## src/hw/rtl/aae_ram.sv

```systemverilog
// generic single write port ram with registered read
module aae_ram #(
  parameter int W = 8,
  parameter int D = 64
) (
  input  logic                 clk,
  input  logic                 we,
  input  logic [$clog2(D)-1:0] waddr,
  input  logic [W-1:0]         wdata,
  input  logic                 re,
  input  logic [$clog2(D)-1:0] raddr,
  output logic [W-1:0]         rdata
);

  logic [W-1:0] mem [D];

  always_ff @(posedge clk) begin
    if (we) begin
      mem[waddr] <= wdata;
    end
    if (re) begin
      rdata <= mem[raddr];
    end
  end

endmodule

```

## config.mk

```make
export PLATFORM = sky130hd
export DESIGN_NAME = aae_ram
export DESIGN_NICKNAME = d
export VERILOG_FILES = /design/src/hw/rtl/aae_ram.sv
export SDC_FILE = /design/constraint.sdc
export NUM_CORES = 1
export LEC_CHECK = 0
export BUFFER_PORTS_ARGS = -buffer_cell sky130_fd_sc_hd__buf_2
export CORE_MARGIN = 2
export CORE_UTILIZATION = 62
export CTS_BUF_LIST = sky130_fd_sc_hd__clkbuf_16
export CTS_CLUSTER_DIAMETER = 30
export DETAILED_ROUTE_END_ITERATION = 12
export GPL_ROUTABILITY_DRIVEN = 0
export PLACE_DENSITY_LB_ADDON = 0.3
export SETUP_SLACK_MARGIN = 0.3
export SYNTH_ARGS = -nofsm -noshare
export SYNTH_HDL_FRONTEND = slang
export SYNTH_SLANG_ARGS = --single-unit
```

## constraint.sdc

```tcl
create_clock -name clk -period 2.81 [get_ports clk]
set_input_delay 0.4215 -clock clk [delete_from_list [all_inputs] [get_ports clk]]
set_output_delay 0.4215 -clock clk [all_outputs]
set_load 0.02 [all_outputs]
```

### Yosys cells after proc, flatten, opt, wreduce, memory -nomap -nowiden

Memory sizes are Yosys's and may differ from the RTL's. A register that Yosys moved wholly into a read port is not among the register bits.
Index checks and enable logic that the tools add are counted.

* flip-flop bits (word level): 0
* RAM bits: 512
* input port bits: 23
* output and inout bits: 8
* logic and storage cells: 3
* memories: 1

Memories
* mem: words 64, bits a word 8, read ports 1, clocked after Yosys merged registers in 1, wr ports 1, line 15 `logic [W-1:0] mem [D];`

* multiplexer cells: 2

Operator list (number)
* $mux 1: 2

### Longest topological paths before layout

* depth in word-level cells: 2
* mapped depth: 9

### Worst setup path after synthesis

No wires, ideal clock.

* path kind: in2reg
* from: in raddr[1]
* to: reg rdata[3], read port of mem, data pin
* data arrival time: 1.961 ns
* required time: 2.544 ns
* slack: 0.582 ns
* cell stages on the path: 7
* path buffers: 3
* cell sequence: buf_4 -> buf_2 -> buf_2 -> mux4_2 -> mux4_2 -> o21ai_1 -> o41ai_1

RTL lines
* start: declaration: line 11 `input logic [$clog2(D)-1:0] raddr,`
* end: declaration: line 12 `output logic [W-1:0] rdata`

==> flow_summary.json <==
{
  "status": "finished, final reports clean",
  "die_h_um": 184.7,
  "syn_area_um2": 20250,
  "ios": 31,
  "reg2regPathDepth": 5,
  "drc_errors": 0,
  "routed.top_layer": "met4",
  "dp_hpwl_um": 28760,
  "finalMaxSlewViolations": 0,
  "yosysMostFrequentCell": "edfxtp_1",
  "wl_per_cell_um": 30.09,
  "cpMaxStageDelayCell": "mux4_2",
  "path_class": "reg -> reg",
  "cts_tree": "yes",
  "p_leak_nw": 8.127,
  "syn_to_final_growth_pct": 20.76,
  "die_w_um": 184.7,
  "synth_nets": 963,
  "critPathLaunchType": "flop",
  "slew_headroom_pct": 44.11,
  "hold_end": "mem[21][0]",
  "reg2reg_slack_ns": 0.51,
  "arrival_ns": 2.61,
  "vias": 10770,
  "synth-edff-count": 520,
  "synthTopCellsByArea": "edfxtp_1 (77%), mux4_2 (14%), nor2_1 (1.5%), mux2i_1 (1.1%), mux2_2 (0.72%)",
  "route.met3.wl_um": 5512,
  "tightestPinTransition_ns": 0.8353,
  "setup_violations": 0,
  "grt_pass1_wl_um": 72080,
  "cts.reportedPaths.clkPinSlew_ns": 0.05,
  "antenna_found_initial": 0,
  "ys_seq_area_share_pct": 77.12,
  "synth_top_cell_by_area": "edfxtp_1",
  "fin_crit_ns": 2.301,
  "cp.required_ns": 3.12,
  "synthTopCellsByCount": "edfxtp_1 (520), mux4_2 (126), nor2_1 (83)",
  "routed_via_density": 6.576,
  "postCtsSetupBuffers": 0,
  "worstPathCellList": "mux4_2 -> mux2_2 -> o221a_2 -> nor3_1 -> o32ai_1",
  "holdPathStages": 1,
  "cts_made_buffers": 86,
  "endpoint_kind": "flop",
  "ys_warn_count": 0,
  "h-tree-depth": 3,
  "core-area_um2": 32370,
  "final-hold-violation-count": 0,
  "async_flop_share_pct": 0,
  "avgSynthCellArea_um2": 21.54,
  "min_from": "wdata[0]",
  "drive_above_1_share_pct": 35.31,
  "period_share_pct": 81.89,
  "nNetsFinal": 1153,
  "clock_latency_ns": 0.58,
  "clock_skew_ns": 0.02172,
  "first_pass_iters": 6,
  "grt_max_degree": 65,
  "synth_cell_types": 39,
  "dieArea_um2": 34120,
  "antenna_left": 0,
  "synth_top_cell_area_share_pct": 77.12,
  "portBuffers": 30,
  "tns_ns": 0,
  "timing.rr.start": "mem[29][4]",
  "clockRootBuffer": "clkbuf_16",
  "cts_resized": 0,
  "hold_path_class": "in -> reg",
  "drt-initial-drc-count": 1542,
  "grt-ovfl-total": 0,
  "drt-met1-wl_um": 18110,
  "r2r_end": "rdata[4]",
  "rows": 66,
  "clockBufferDepth": 3,
  "final_util_pct": 75.53,
  "floorplan.initialDensity_pct": 62.55,
  "routed-wl-met2_um": 23980,
  "fmax_mhz": 434.6,
  "rsz0062_at_grt": "false",
  "synth_cells": 940,
  "grt_pass1_vias": 11040,
  "postRouteWirelength_um": 49250,
  "critPathMaxStageDelay_ns": 0.47,
  "synthFlopType": "edfxtp_1",
  "cts_sinks": 520,
  "grt.total_usage_pct": 30.06,
  "antenna_cells": 0,
  "finalPower_mw": 19.38,
  "irDropWorstVdd_mv": 0.5531,
  "power_density_nw_per_um2": 792.6,
  "synth-seq-cells": 520,
  "maxCapViolCount": 0,
  "cts_hold_buf": 0,
  "path_max_fanout": 1
}
layout by cell type (no fill, tap or decap), drive strengths merged, types with 7 or more instances in the layout:
master    netlist  final
buf            34    152
bufinv          0      7
clkbuf         17     88
clkinv          0     30
clkinvlp        0     10
edfxtp        520    520
inv             0     19
mux2           13     13
mux2i          23     23
mux4          126    126
nand2          19     19
nand2b          7      7
nand3          13     13
nor2           83     83
nor2b          14     14
nor3            7      7
o221ai          8      8
o22ai           8      8
worst max path at each step:
stage | from | to | slack (ns)
after floorplan | raddr[1] | rdata[3] | 0.58
final | mem[29][4] | rdata[4] | 0.51
after CTS | mem[29][4] | rdata[4] | 0.56
after detailed placement | raddr[0] | rdata[4] | 0.11
after global routing | mem[21][4] | rdata[4] | 0.54
after global placement | raddr[0] | rdata[7] | 0.19
through the flow:
| stage | setup WS (ns) | cell area, um2 | hold slack, ns | std cells |
|---|---|---|---|---|
| finish | 0.5089 | 24450 | 0.1698 | 1637 |
| floorplan | 0.5822 | 20250 | 0.5204 | 940 |
| global route | 0.5367 | 24450 | 0.1607 | 1637 |
| CTS | 0.5553 | 24450 | 0.1716 | 1637 |
| global placement | 0.1868 | 21700 | 0.7404 | 1484 |
| detailed placement | 0.1124 | 21700 | 0.7490 | 1484 |
routing by layer:
metal  vias up  track usage [%]
met2       771            47.64
met1      5517            41.76
met4         0            11.02
met5         -                0
met3       132            6.975
li1       4345                -
area by class of cell:
type                            count  area, um2
Clock buffer                       87       2177
Clock inverter                     66      576.8
Fill cell                        1697       7921
Multi-Input combinational cell    369       4315
Sequential cell                   520      15620
Tap cell                          442      553.0
Timing Repair Buffer              153       1212
kinds of logic (layout without fill, tap and decap cells):
family / count (synthesis) / after routing / share of synthesized area [%]
simple gates: 153 / 153 / 3.374
buf+inv: 51 / 306 / 1.563
flops: 520 / 520 / 77.12
mux: 162 / 162 / 15.88
compound gates: 54 / 54 / 2.064
state kept, by name, summed over array words and instances (netlist names):
| register | flops |
|---|---|
| mem | 512 |
| rdata | 8 |
power breakdown:
| part | internal, mW | leakage (nW) | total, mW | switching [mW] |
|---|---|---|---|---|
| clock network | 6.28 | 1.36 | 9.86 | 3.58 |
| logic | 0.343 | 2.08 | 0.874 | 0.531 |
| registers | 8.62 | 4.69 | 8.65 | 0.0262 |
| total | 15.2 | 8.13 | 19.4 | 4.14 |
critical path: cells and delay by family (launching register included):
family | cells | cell delay (ns)
AOI/OAI and AO/OA | 2 | 0.47
DFF | 1 | 0.36
muxes | 2 | 0.77
and+or+nand+nor | 1 | 0.42
(Power assumes the default switching activity.)
