<file path="config.mk">
export PLATFORM = sky130hd
export DESIGN_NAME = aae_mdiv
export DESIGN_NICKNAME = d
export VERILOG_FILES = /design/src/hw/rtl/aae_pkg.sv /design/src/hw/rtl/aae_mdiv.sv
export SDC_FILE = /design/constraint.sdc
export NUM_CORES = 1
export LEC_CHECK = 0
export ABC_AREA = 1
export BUFFER_PORTS_ARGS = -buffer_cell sky130_fd_sc_hd__buf_2
export CAP_MARGIN = 20
export CELL_PAD_IN_SITES_DETAIL_PLACEMENT = 0
export CELL_PAD_IN_SITES_GLOBAL_PLACEMENT = 2
export CORE_MARGIN = 4
export CORE_UTILIZATION = 38
export CTS_BUF_LIST = sky130_fd_sc_hd__clkbuf_4 sky130_fd_sc_hd__clkbuf_8
export DETAILED_ROUTE_END_ITERATION = 10
export GPL_TIMING_DRIVEN = 0
export PLACE_DENSITY = 0.83
export SLEW_MARGIN = 20
export SYNTH_ARGS = -nofsm -noshare
export SYNTH_HDL_FRONTEND = slang
export SYNTH_SLANG_ARGS = --single-unit
</file>
<file path="constraint.sdc">
create_clock -name clk -period 6.8 [get_ports clk]
set_input_delay 0.68 -clock clk [delete_from_list [all_inputs] [get_ports clk]]
set_output_delay 0.68 -clock clk [all_outputs]
set_load 0.01 [all_outputs]
</file>
<file path="src/hw/rtl/aae_pkg.sv">
// shared types and constants for the adaptive arithmetic encoder
package aae_pkg;

  localparam int CODE_BITS_DEF   = 16;
  localparam int NUM_CHARS_DEF   = 256;
  localparam int PENDING_CAP_DEF = 480;

  // width of symbol and cumulative counts
  localparam int CNT_W = 14;
  localparam logic [CNT_W-1:0] COUNT_LIMIT_RST = 14'd16383;

  // per-item result buffer
  localparam int MAX_RES = 64;
  localparam int BUF_AW  = 6;

  localparam logic CMD_DATA   = 1'b0;
  localparam logic CMD_FINISH = 1'b1;

  typedef struct packed {
    logic       cmd;
    logic [7:0] data_byte;
  } sym_item_t;

  typedef struct packed {
    logic [7:0] code_byte;
    logic       run_last;
    logic       stream_end;
    logic       pending_overflow;
  } code_item_t;

endpackage

</file>
<file path="src/hw/rtl/aae_mdiv.sv">
// shared multiply then bit-serial divide unit: q = (a * b) / d
module aae_mdiv import aae_pkg::*; #(
  parameter int AW = CODE_BITS_DEF
) (
  input  logic             clk,
  input  logic             rst,
  input  logic             start,
  input  logic [AW-1:0]    a,
  input  logic [CNT_W-1:0] b,
  input  logic [CNT_W-1:0] d,
  output logic [AW-1:0]    q,
  output logic             done
);

  localparam int DW  = AW + CNT_W;
  localparam int CTW = $clog2(DW + 1);

  logic [DW-1:0]    prod;
  logic [DW-1:0]    dvd;
  logic [CNT_W-1:0] den;
  logic [CNT_W-1:0] rem;
  logic [CTW-1:0]   cnt;
  logic             busy;
  logic [CNT_W:0]   trial;
  logic             fits;

  assign prod  = a * b;
  assign trial = {rem, dvd[DW-1]};
  assign fits  = trial >= {1'b0, den};
  assign q     = dvd[AW-1:0];

  always_ff @(posedge clk) begin
    if (rst) begin
      busy <= 1'b0;
      done <= 1'b0;
      cnt  <= '0;
    end else begin
      done <= 1'b0;
      if (start) begin
        dvd  <= prod;
        den  <= d;
        rem  <= '0;
        cnt  <= CTW'(DW);
        busy <= 1'b1;
      end else if (busy) begin
        rem <= fits ? CNT_W'(trial - {1'b0, den}) : trial[CNT_W-1:0];
        dvd <= {dvd[DW-2:0], fits};
        cnt <= cnt - 1'b1;
        if (cnt == CTW'(1)) begin
          busy <= 1'b0;
          done <= 1'b1;
        end
      end
    end
  end

endmodule

</file>
# After elaboration in Yosys (flattened, before gate mapping)
# Cells that the tools add are included.
[totals]
regBits = 65
word_cells = 29
[classes]
add_sub_neg = 2
multipliers = 1
magnitude_cmp = 1
n_eq_ne = 1
muxes = 10
bitwise_logic = 2
n_reduce_logical = 5
[ops]
columns = ["cell", "count"]
rows = [
  ["$mux W30", 2],
  ["$mul A16 B14 Y30", 1],
  ["$mux W14", 2],
  ["$ge A15 B14 Y1", 1],
  ["$sub A14 B14 Y14", 1],
  ["$mux W5", 2],
  ["$eq A5 B1 Y1 const B", 1],
  ["$sub A5 B1 Y5 const B", 1],
  ["$mux W1", 4],
  ["$reduce_and A2 Y1", 2],
  ["$reduce_or A3 Y1", 1],
  ["$not A1 Y1", 2],
  ["$reduce_bool A2 Y1", 1],
  ["$reduce_or A2 Y1", 1],
]

# Logic depth before layout (Yosys ltp)
[logic_depth]
depth_word = 4
mapped_depth = 28
mapped_depth_nobuf = 26

# Least setup slack after synthesis
# Ideal clock, no wire load.
[synth_path]
path_type = "in2reg"
from = "in b[4]"
to = "reg dvd[11] (data pin)"
arrival_time_ps = 5622
required_time_ps = 6546
setup_slack_ps = 925
cell_stages = 25
path_cell_list = "clkbuf_1 -> clkbuf_1 -> nand2_1 -> inv_1 -> fa_1 -> inv_1 -> fa_1 -> inv_1 -> fa_1 -> inv_1 -> fa_1 -> inv_1 -> fa_1 -> inv_1 -> fa_1 -> inv_1 -> ha_1 -> nand2_1 -> inv_1 -> nand2_1 -> nand2_1 -> nand3b_1 -> or2_2 -> nand3_1 -> nand2_1"
[synth_via]
elab_chain_cells = 2
[synth_lines]
columns = ["element", "line", "rtl"]
rows = [
  ["start, declared", "aae_mdiv.sv:9", "input logic [CNT_W-1:0] b,"],
  ["$mul A16 B14 Y30", "aae_mdiv.sv:27", "assign prod = a * b;"],
  ["$mux W30", "aae_mdiv.sv:39", "if (start) begin"],
  ["end signal, assigned", "aae_mdiv.sv:40", "dvd <= prod;"],
  ["end signal, assigned", "aae_mdiv.sv:47", "dvd <= {dvd[DW-2:0], fits};"],
  ["end, declared", "aae_mdiv.sv:19", "logic [DW-1:0] dvd;"],
]
# Every way passes these cells.
# A chain may end at the register's enable or synchronous reset.

# Worst setup path after layout
[layout_path]
from = "in b[5]"
to = "reg dvd[29] (data pin)"
# The elaborated chain is that of the path after synthesis.

==> impl_summary.md <==
Yosys
After Yosys synthesis, and, or, nand and nor cells account for 23.7% of the synthesized area. The number of instances in the synthesized netlist is 1603. Summing the sequential cell areas from Yosys gives 15.9% of the chip area.

The complex-gate fraction of the synthesized area is 2.96%. Of the total synthesized cell area, the portion taken by XOR and XNOR cells is 1.63%. Yosys printed 0 warnings. The average instance area after synthesis is 7.37 sq um. The post-synth net total is around 1900.

The synthesized netlist devotes 39.8% of its cell area to adder and majority cells. After synthesis, the largest family of logic cells by area is adder cells. The post-synthesis mux area share is 0%.

The number of synthesized register bits is 65. The number of distinct library cells after synthesis is 38. Summing every instance area after synthesis gives 11800 sq um.

Worst setup path
The type of element capturing the critical path is a flop. The worst setup path is of the input port to flop kind. In this run the worst path has a maximum fanout of 10. Counting both buffers and inverters, the worst setup path holds a total of 5. The worst register-to-register path ends at rem[12]. The category of the worst setup path launch point is an input port.

The depth of the worst register-to-register path is 11. Setup slack on the worst reg-to-reg path comes out at 4.31 ns. On the critical path, the stage with the largest delay is an instance of sky130_fd_sc_hd__fa_1.

STA puts the critical path data required time at 6.91 ns. The critical path goes through clkbuf_1, clkbuf_1, nand2_1, fa_1, fa_1, fa_1, inv_1, fa_1, fa_1, inv_1, fa_1, inv_1, ha_1, nand2_1, nor2_1, nand3_1, nand3b_1, nand2_1, nand2_1, nand2_1, nand3_1, nand2_1. The startpoint of the most critical register-to-register path is dvd[29]. Grouping stages by cell kind, the critical path spends the most delay in adder cells. The number of cells on the critical path is 22.

The delay of the slowest cell on the worst path is approximately 0.6 ns. The arrival time of the worst setup path is 6.52 ns.

Power
Summed over all cells, the static leakage comes to 7.50 nW. Across the VDD grid, the largest voltage drop is 0.431 mV. The power per cell area is 516 nW/um^2.

GRT
The overall fraction of global-route tracks in use is 20.0%. The sum of overflow across all layers after global routing is 0. The number of global-route vias before repair is just over 10000.

The first global-routing pass estimated 53300 um of wire. The initial antenna violation count is 0. Entering global routing, the biggest net connects 19 pins.

Outcome
The run finished with clean final reports.

Clocking
The clock-pin slew on the worst setup and hold paths is 0.08 ns. After clock tree synthesis, the setup repair step added 0 buffers. The clock tree buffer depth is 2. The TritonCTS buffer count is 9. TritonCTS built the clock tree. The cell sitting at the root of the clock tree is a sky130_fd_sc_hd__clkbuf_8. For the worst-skew pair, the clock arrives at the later sink with an insertion delay of 0.35 ns. Counting every sink on the clock net gives between 60 and 70.

In this run the number of H-tree levels came out at 3.

Floorplanning
Row generation in the floorplan step produced 64 rows. The core region is 30700 sq um. The die outline width is 184 um. The floorplan die height is between 150 and 200 um. The number of placed I/O pins is 64. The floorplan step defined a die boundary enclosing between 30000 and 40000 sq um. For this configuration, the core starts out at a cell density of around 39%.

STA
The final count of hold timing violations was 0. The max-slew violation count came to 0. The slew at the pin closest to its max-slew limit is 0.887 ns.

The clock period could shrink to 6.42 ns. The final worst-path cycle share is 94.4%. The worst clock skew on the final layout is about 0.012 ns. Setup repair after global routing left no endpoint under its margin. The final setup violation count is 0. For this run, the top clock speed supported by timing is 156 MHz. The worst pin sits at a relative slew slack of between 40% and 50%. Adding up every negative setup slack in the final design gives 0 ns.

Cells and area
The number of cells in the finished layout apart from fillers is between 2000 and 2500. Relative to the synthesized area, the layout overhead comes to 8.50%. The number of antenna diodes in the final layout is 0.

The fill cell instance count of the final layout is 3280. The post-route netlist has 6.59% of its cells at a drive strength greater than 1. The net count of the finished layout is 1988.

Flow run
Max-cap violations in this run came to 0.

Min path
The class of the tightest hold or removal check is flop to flop. Counting instances, the worst hold path has a depth of 2. The startpoint of the most critical hold path is cnt[3]. The destination of the worst hold path is cnt[3].

Routing
The length of the first detailed-routing pass in iterations is 5. In the routed layout, each cell is associated on average with a via count of 4.66. The DRC violations left is 0.

The average routed wire per standard cell is 15.7 um. The sum of routed wire length over all layers is 32300 um. The routed layout has 9619 vias.

The first routing iteration left 573 violations. The count of nets left with antenna violations once routing finished came out at 0.

Placed design
The count of buffers added on input and output ports is 49. The post-detailed-placement half-perimeter wirelength is roughly 27000 um. After detailed placement, the design holds a cell count of 2050. The congestion estimate from routability-driven global placement came to 0.876.
-- report_power, final --
group | switching (W) | leakage, nW | internal, W | total (W)
sequential | 0.0000378 | 0.615 | 0.000618 | 0.000656
clock | 0.000165 | 0.0912 | 0.000168 | 0.000334
combinational | 0.00356 | 6.79 | 0.00207 | 0.00563
total | 0.00376 | 7.50 | 0.00285 | 0.00662
-- metrics by stage --
stage / cell area (sq um) / power (W) / utilization (%) / worst slack, ns / hold WS (ns)
after floorplan: 11800 / 0.00479 / - / 0.925 / 0.442
after global placement: 12600 / 0.00638 / 40.9 / -0.127 / 0.459
after global routing: 12800 / 0.00761 / 41.8 / 0.0466 / 0.470
final: 12800 / 0.00662 / 41.8 / 0.384 / 0.484
after CTS: 12800 / 0.00678 / 41.8 / 0.244 / 0.488
after detailed placement: 12600 / 0.00639 / 41.2 / -0.119 / 0.476
-- worst min-delay path: stages (launching register included) --
cell                      delay (ns)
sky130_fd_sc_hd__dfxtp_1        0.32
sky130_fd_sc_hd__nand2_1        0.06
sky130_fd_sc_hd__a31oi_1        0.06
-- metal layers --
metal | track usage [%] | part of all wire (%) | vias up
li1 | - | - | 4793
met1 | 28.6 | 48 | 4650
met2 | 33.7 | 47 | 152
met3 | 2.11 | 3.1 | 24
met4 | 3.31 | 1.4 | 0
met5 | 0 | 0 | -
-- area by class of cell --
cell class              instances  area, sq um  area share (%)
plain buffers                  70          347            2.70
well taps                     396          495            3.86
flip-flops and latches         65         1880            14.7
repair buffers                 51          300            2.34
multi-input cells            1054         8050            62.8
inverters                     414         1550            12.1
clock inverters                 7         71.3           0.556
clock buffers                   9          124           0.966
-- cells by family after synthesis --
logic type | count (synthesis)
and+or+nand+nor | 694
DFF | 65
adders and majority gates | 276
buffers and inverters | 484
AOI/OAI and AO/OA | 62
xor gates and xnor gates | 22
-- synth_stat cells --
master	count	share of area [%]
sky130_fd_sc_hd__a21oi_2	4	0.30
sky130_fd_sc_hd__and2_1	5	0.26
sky130_fd_sc_hd__nand4_1	9	0.48
sky130_fd_sc_hd__or2_2	1	0.053
sky130_fd_sc_hd__buf_8	1	0.13
sky130_fd_sc_hd__nand4_2	1	0.11
sky130_fd_sc_hd__o31ai_1	1	0.064
sky130_fd_sc_hd__inv_1	414	13
sky130_fd_sc_hd__nor2_2	4	0.21
sky130_fd_sc_hd__o21ai_2	1	0.074
sky130_fd_sc_hd__nand3b_1	8	0.51
sky130_fd_sc_hd__o21bai_1	2	0.13
sky130_fd_sc_hd__buf_2	1	0.042
sky130_fd_sc_hd__nand3_1	44	1.9
sky130_fd_sc_hd__xnor2_1	16	1.2
sky130_fd_sc_hd__a21oi_1	27	1.1
sky130_fd_sc_hd__nor3_1	3	0.13
sky130_fd_sc_hd__o21ai_1	1	0.042
sky130_fd_sc_hd__buf_6	1	0.095
sky130_fd_sc_hd__a31oi_1	2	0.11
sky130_fd_sc_hd__buf_4	16	1.0
sky130_fd_sc_hd__nand2_1	531	17
sky130_fd_sc_hd__o21ai_0	20	0.85
sky130_fd_sc_hd__o21a_1	2	0.13
sky130_fd_sc_hd__fa_1	166	28
sky130_fd_sc_hd__nor3_2	1	0.085
sky130_fd_sc_hd__nand3_4	1	0.15
sky130_fd_sc_hd__ha_1	110	12
sky130_fd_sc_hd__edfxtp_1	58	15
sky130_fd_sc_hd__nor2_1	79	2.5
sky130_fd_sc_hd__clkbuf_1	51	1.6
sky130_fd_sc_hd__dfxtp_1	7	1.2
sky130_fd_sc_hd__nand3_2	2	0.17
sky130_fd_sc_hd__or2_1	1	0.053
sky130_fd_sc_hd__a21o_1	1	0.064
sky130_fd_sc_hd__xor2_1	6	0.44
sky130_fd_sc_hd__a221oi_1	1	0.074
sky130_fd_sc_hd__nand2_2	4	0.21
-- worst max path at each step --
stage          from  endpoint  slack (ns)
3_5_place_dp   b[3]   dvd[27]       -0.12
3_3_place_gp   b[3]   dvd[27]       -0.13
6_report       b[5]   dvd[29]        0.38
5_1_grt        b[3]   dvd[27]        0.05
4_1_cts        b[3]   dvd[27]        0.24
2_1_floorplan  b[4]   dvd[11]        0.92
-- layout by cell type (no fill, tap or decap), types with 7 or more instances in the layout --
master and count:
sky130_fd_sc_hd__a21oi_1 27, sky130_fd_sc_hd__buf_2 50, sky130_fd_sc_hd__buf_4 16, sky130_fd_sc_hd__clkbuf_1 48, sky130_fd_sc_hd__clkbuf_8 9, sky130_fd_sc_hd__dfxtp_1 7
sky130_fd_sc_hd__edfxtp_1 58, sky130_fd_sc_hd__fa_1 166, sky130_fd_sc_hd__ha_1 110, sky130_fd_sc_hd__inv_1 414, sky130_fd_sc_hd__nand2_1 531, sky130_fd_sc_hd__nand3_1 44
sky130_fd_sc_hd__nand3b_1 8, sky130_fd_sc_hd__nand4_1 9, sky130_fd_sc_hd__nor2_1 77, sky130_fd_sc_hd__o21ai_0 20, sky130_fd_sc_hd__xnor2_1 16
-- sequential cells by signal, indices dropped and copies added, names as in the netlist --
register,cells
dvd,30
den,14
rem,14
cnt,5
busy,1
done,1
-- timing repair --
| item | CTS | global route |
|---|---|---|
| hold buffers | 0 | 0 |
| gates resized for setup | 0 | 6 |
| setup endpoints to repair | 0 | 5 |
No activity file was read; power rests on OpenSTA's default activity.
